## config.mk

```make
export PLATFORM = sky130hd
export DESIGN_NAME = hbos_bit_scan
export DESIGN_NICKNAME = d
export VERILOG_FILES = /design/src/sv/hbos_pkg.sv /design/src/sv/hbos_bit_scan.sv
export SDC_FILE = /design/constraint.sdc
export NUM_CORES = 1
export LEC_CHECK = 0
export BUFFER_PORTS_ARGS = -buffer_cell sky130_fd_sc_hd__clkbuf_2
export CAP_MARGIN = 0
export CORE_MARGIN = 2
export CORE_UTILIZATION = 50
export DETAILED_ROUTE_END_ITERATION = 10
export GPL_TIMING_DRIVEN = 0
export PLACE_DENSITY = 0.76
export SETUP_SLACK_MARGIN = 0.15
export SLEW_MARGIN = 10
export SYNTH_ARGS = -nofsm -noshare
export SYNTH_HDL_FRONTEND = slang
export SYNTH_SLANG_ARGS = --single-unit
```

## constraint.sdc

```tcl
create_clock -name vclk -period 2.9
set_input_delay 0.435 -clock vclk [all_inputs]
set_output_delay 0.435 -clock vclk [all_outputs]
set_load 0.005 [all_outputs]
```

## src/sv/hbos_pkg.sv

```systemverilog
`timescale 1ns / 1ps
// ----------------------------------------------------------------------------
// hbos_pkg
// Shared widths, command codes and the word store request type for the
// two-level bitmap ordered set.
// ----------------------------------------------------------------------------
package hbos_pkg;

  localparam int KEY_W   = 12;
  localparam int WORD_W  = 64;
  localparam int BIT_W   = 6;
  localparam int ADDR_W  = KEY_W - BIT_W;
  localparam int DEPTH   = 1 << ADDR_W;

  localparam logic [2:0] CMD_CONTAINS = 3'd0;
  localparam logic [2:0] CMD_INSERT   = 3'd1;
  localparam logic [2:0] CMD_ERASE    = 3'd2;
  localparam logic [2:0] CMD_GE       = 3'd3;
  localparam logic [2:0] CMD_GT       = 3'd4;
  localparam logic [2:0] CMD_LE       = 3'd5;
  localparam logic [2:0] CMD_LT       = 3'd6;

  typedef struct packed {
    logic              rd_en;
    logic [ADDR_W-1:0] rd_addr;
    logic              wr_en;
    logic [ADDR_W-1:0] wr_addr;
    logic [WORD_W-1:0] wr_data;
    logic              sum_set;
    logic              sum_clr;
  } store_req_t;

endpackage

```

## src/sv/hbos_bit_scan.sv

```systemverilog
`timescale 1ns / 1ps
// ----------------------------------------------------------------------------
// hbos_bit_scan
// Masks a 64-bit occupancy word at a bit position and finds the nearest
// set bit upward (lowest at or above) or downward (highest at or below).
// ----------------------------------------------------------------------------
module hbos_bit_scan import hbos_pkg::*; (
  input  logic [WORD_W-1:0] word_i,
  input  logic [BIT_W-1:0]  pos_i,
  input  logic              up_i,
  output logic              hit_o,
  output logic [BIT_W-1:0]  idx_o
);

  logic [WORD_W-1:0] masked;

  always_comb begin
    if (up_i) begin
      masked = word_i & ({WORD_W{1'b1}} << pos_i);
    end else begin
      masked = word_i & ~((~WORD_W'(1)) << pos_i);
    end
  end

  assign hit_o = |masked;

  always_comb begin
    idx_o = '0;
    if (up_i) begin
      for (int i = WORD_W - 1; i >= 0; i--) begin
        if (masked[i]) idx_o = BIT_W'(i);
      end
    end else begin
      for (int i = 0; i < WORD_W; i++) begin
        if (masked[i]) idx_o = BIT_W'(i);
      end
    end
  end

endmodule

```

# --- Word-level counts from Yosys, hierarchy flattened ---
# Cells that the tools add are included.
word_totals:
  register_bits: 0
  input_bits: 71
  output_inout_bits: 7
  elab_cells: 135
classes:
  n_shift: 2
  n_mux: 129
  n_bitwise: 3
  reduce_logical: 1
op_table:
  columns: ["operator", "n"]
  rows:
  - ["$mux W6", 127]
  - ["$and A64 B64 Y64", 2]
  - ["$shl A64 B6 Y64 const A", 2]
  - ["$mux W64", 1]
  - ["$not A64 Y64", 1]
  - ["$reduce_or A64 Y1", 1]
  - ["$mux W1", 1]

# --- Depth between registers and ports, before layout ---
logic_depth:
  ltp_word: 69
  ltp_mapped: 13

# --- Worst setup path after synthesis ---
# OpenSTA, ideal clock, no wires.
synth_timing:
  path_kind: "in2out"
  start: "input up_i"
  end: "output idx_o[0]"
  arrival_time_ns: 2.399
  required_time_ns: 2.465
  setup_slack_ns: 0.066
  stages: 11
  path_cell_list: "buf_2 buf_4 or3_1 o211a_1 or2_1 a21oi_1 nor3_2 o211ai_1 a21oi_1 a2111oi_4 o211ai_2"
synth_via:
  elab_chain_len: 66
  word_cells_on_any_way: 129
  classes_between: "mux (129)"
synth_lines:
  columns: ["element", "line_no", "rtl"]
  rows:
  - ["start, declared", "hbos_bit_scan.sv:10", "input logic up_i,"]
  - ["$mux W64", "hbos_bit_scan.sv:18", "if (up_i) begin"]
  - ["$mux W6 (64 in a row)", "hbos_bit_scan.sv:31", "if (masked[i]) idx_o = BIT_W'(i);"]
  - ["$mux W6 (*)", "hbos_bit_scan.sv:29", "if (up_i) begin"]
  - ["end, declared", "hbos_bit_scan.sv:12", "output logic [BIT_W-1:0] idx_o"]
# Every way passes the cells marked *; elsewhere a longest branch is shown, timed or not.

# --- Worst setup path in the final report ---
layout_timing:
  start: "input pos_i[4]"
  end: "output idx_o[2]"
layout_via:
  elab_chain_len: 69
  word_cells_on_any_way: 132
  classes_between: "shift (2); mux (127); bitwise (3)"
layout_lines:
  columns: ["element", "line_no", "rtl"]
  rows:
  - ["start, declared", "hbos_bit_scan.sv:9", "input logic [BIT_W-1:0] pos_i,"]
  - ["$shl A64 B6 Y64", "hbos_bit_scan.sv:21", "masked = word_i & ~((~WORD_W'(1)) << pos_i);"]
  - ["$not A64 Y64", "hbos_bit_scan.sv:21", null]
  - ["$and A64 B64 Y64", "hbos_bit_scan.sv:21", null]
  - ["$mux W64 (*)", "hbos_bit_scan.sv:18", null]
  - ["$mux W6 (64 in a row)", "hbos_bit_scan.sv:31", null]
  - ["$mux W6 (*)", "hbos_bit_scan.sv:29", null]
# Marked as above.

==> results.md <==
- Status: finished, violations left
- Failing checks: setup timing
- Synth Area per Inst: roughly 6.4 um^2
- Most common cell after layout, fill and taps aside: buf_4
- Site Rows: 32
- Routed length per placed instance: 27.7 um
- Mapped Area: 3960 um^2
- CP Capture Type: output pin
- Mapped Nets: about 700
- TritonRoute pass-1 iters: 10
- Vias per cell: ~7.8
- Post-CTS Hold Buffers: 0
- Worst Tran Pin Value: ~560 ps
- Seq. cell area: 0 um^2
- Setup crit start kind: primary input
- Crit path max fanout: 10
- Critical Path Stages: 12
- Yosys warning count: 0
- Overall Global Routing Usage: 0.488
- Power Dens Cells: approximately 200 nW/um^2
- Vias in the first global route: ~6100
- Worst path cell trace: buf_4 > buf_6 > a31oi_1 > nor2_1 > nor2_2 > and3b_2 > nor2b_1 > a311o_1 > a21boi_2 > o31ai_1 > a2bb2oi_1 > buf_2
- Starting density of the core: 0.514
- CP Data Arrival Time: slightly below 3000 ps
- Count of unique library cells instantiated by Yosys: ~90
- Post-route ant nets: 0
- Tightest Hold Check Type: in2out
- Seq Cell Count: 0
- Worst hold start: word_i[1]
- Core Area: approximately 7700 um^2
- Number of port buffers: between 70 and 80
- Place WS: -803 ps
- Tcrit/Tclk final: 1.16
- Die X: slightly above 90 um
- Post-synthesis sequential area ratio: 0
- CP max-delay cell: a31oi_1
- Worst Path Buf+Inv: 3
- Placer Congestion: 1.08
- Crit path kind: in2out
- Final setup margin: -464 ps
- Required time of the critical path: approximately 2500 ps
- Top delay family on crit path: compound AO/OA/AOI/OAI gates
- Ratio of cells with drive above 1 in the final layout: 0.501
- P&R area growth vs syn: 59.9%
- Max Clk Rate: roughly 300 MHz
- Iter 0 DRT Violations: approximately 1100
- Final Slew Violations: 0
- Die Y: around 93 um
- Final net count: 842
- Final hold vios: 0
- RSZ-0062 raised after global routing: true
- I/O pins: between 70 and 80
- Dpl hpwl: 15.1 mm
- Final setup viols: 7
- Peak VDD IR: 0.000166 V
- Wirelength, routed: approximately 24 mm
- Fin crit period: roughly 3400 ps
- Slew HR: 0.627
- Initial antenna violation count: 1
- Most frequent cells in the layout: buf_4 (76), clkbuf_2 (72), nand2_1 (53)
- Hold path depth: 4
- Vias: 6808
- Drt drc: 0
- MaxCap Viol Count: 0
- Leakage: approximately 2.5 nW
- Worst Setup SP: pos_i[4]
- Global route overflow: 0
- Largest net degree at the start of global routing: 11
- Hold slack: between 1000 and 1500 ps
- # fillers: ~460
- Die area: approximately 8600 um^2
- Synth Instances: slightly above 600
- # clk buffers: 0
- Peak per-stage delay on the critical path: 400 ps
- Global-route wire length before repair: approximately 33 mm
-- power by group --
group | switching, W | internal (W) | leakage, nW
clock | 0 | 0.0000000000439 | 0.00000863
combinational | 0.000757 | 0.000528 | 2.47
sequential | 0 | 0 | 0
total | 0.000757 | 0.000528 | 2.47
-- cells in the mapped netlist, drive strengths merged (11+ instances only) --
library cell | instances | area [um^2]
o21ai | 70 | 358
nor2 | 63 | 246
nand2 | 61 | 229
a21oi | 58 | 313
buf | 41 | 327
nand3 | 32 | 170
nor3 | 23 | 161
o211ai | 21 | 173
inv | 18 | 67.6
nand2b | 17 | 106
a21o | 12 | 91.3
nand4 | 12 | 75.1
a211oi | 11 | 103
-- per-stage QoR --
step | util | setup TNS [ps] | std cells | power (W) | area (um^2)
floorplan | - | 0 | 619 | 0.000561 | 4020
global placement | 0.588 | -4220 | 794 | 0.000812 | 4520
detailed placement | 0.588 | -4220 | 794 | 0.000822 | 4520
CTS | 0.748 | -1560 | 846 | 0.00106 | 5750
global route | 0.823 | -2790 | 871 | 0.00132 | 6320
finish | 0.823 | -2400 | 872 | 0.00128 | 6330
-- cell families (layout without fill, tap and decap cells) --
logic type,after synthesis,count (layout),synth area share
other,0,1,0
AND/OR/NAND/NOR,271,271,0.369
AO/OA/AOI/OAI,283,283,0.525
buffers and inverters,65,215,0.105
-- final timing paths --
check	to
setup / recovery	idx_o[2]
hold / removal	idx_o[1]
-- tightest hold or removal path: stages --
cell and delay, ps:
clkbuf_2 180, a2111oi_4 120, a22o_1 190, clkbuf_2 100
-- what timing repair did --
item	in CTS	in global routing
setup endpoints to repair	7	7
setup buffers	48	25
pin swaps	58	60
resized for setup	182	99
cloned	4	0
-- cell type report --
cell class	instances	area, um^2	area share
Multi-Input combinational cell	554	4470	0.706
Timing Repair Buffer	150	1060	0.168
Antenna cell	1	2.50	0.000396
Inverter	18	73.8	0.0117
Tap cell	102	128	0.0202
Buffer	47	596	0.0941
-- per-layer routing --
metal  global-route usage  wire [um]  up-vias
met5                    0          0        -
met4                0.317       2390        0
met3                0.112       3560      267
met2                0.773      10100      781
met1                0.588       8070     3036
li1                     -          -     2724
Note: power is estimated with default switching activity, not from simulation.
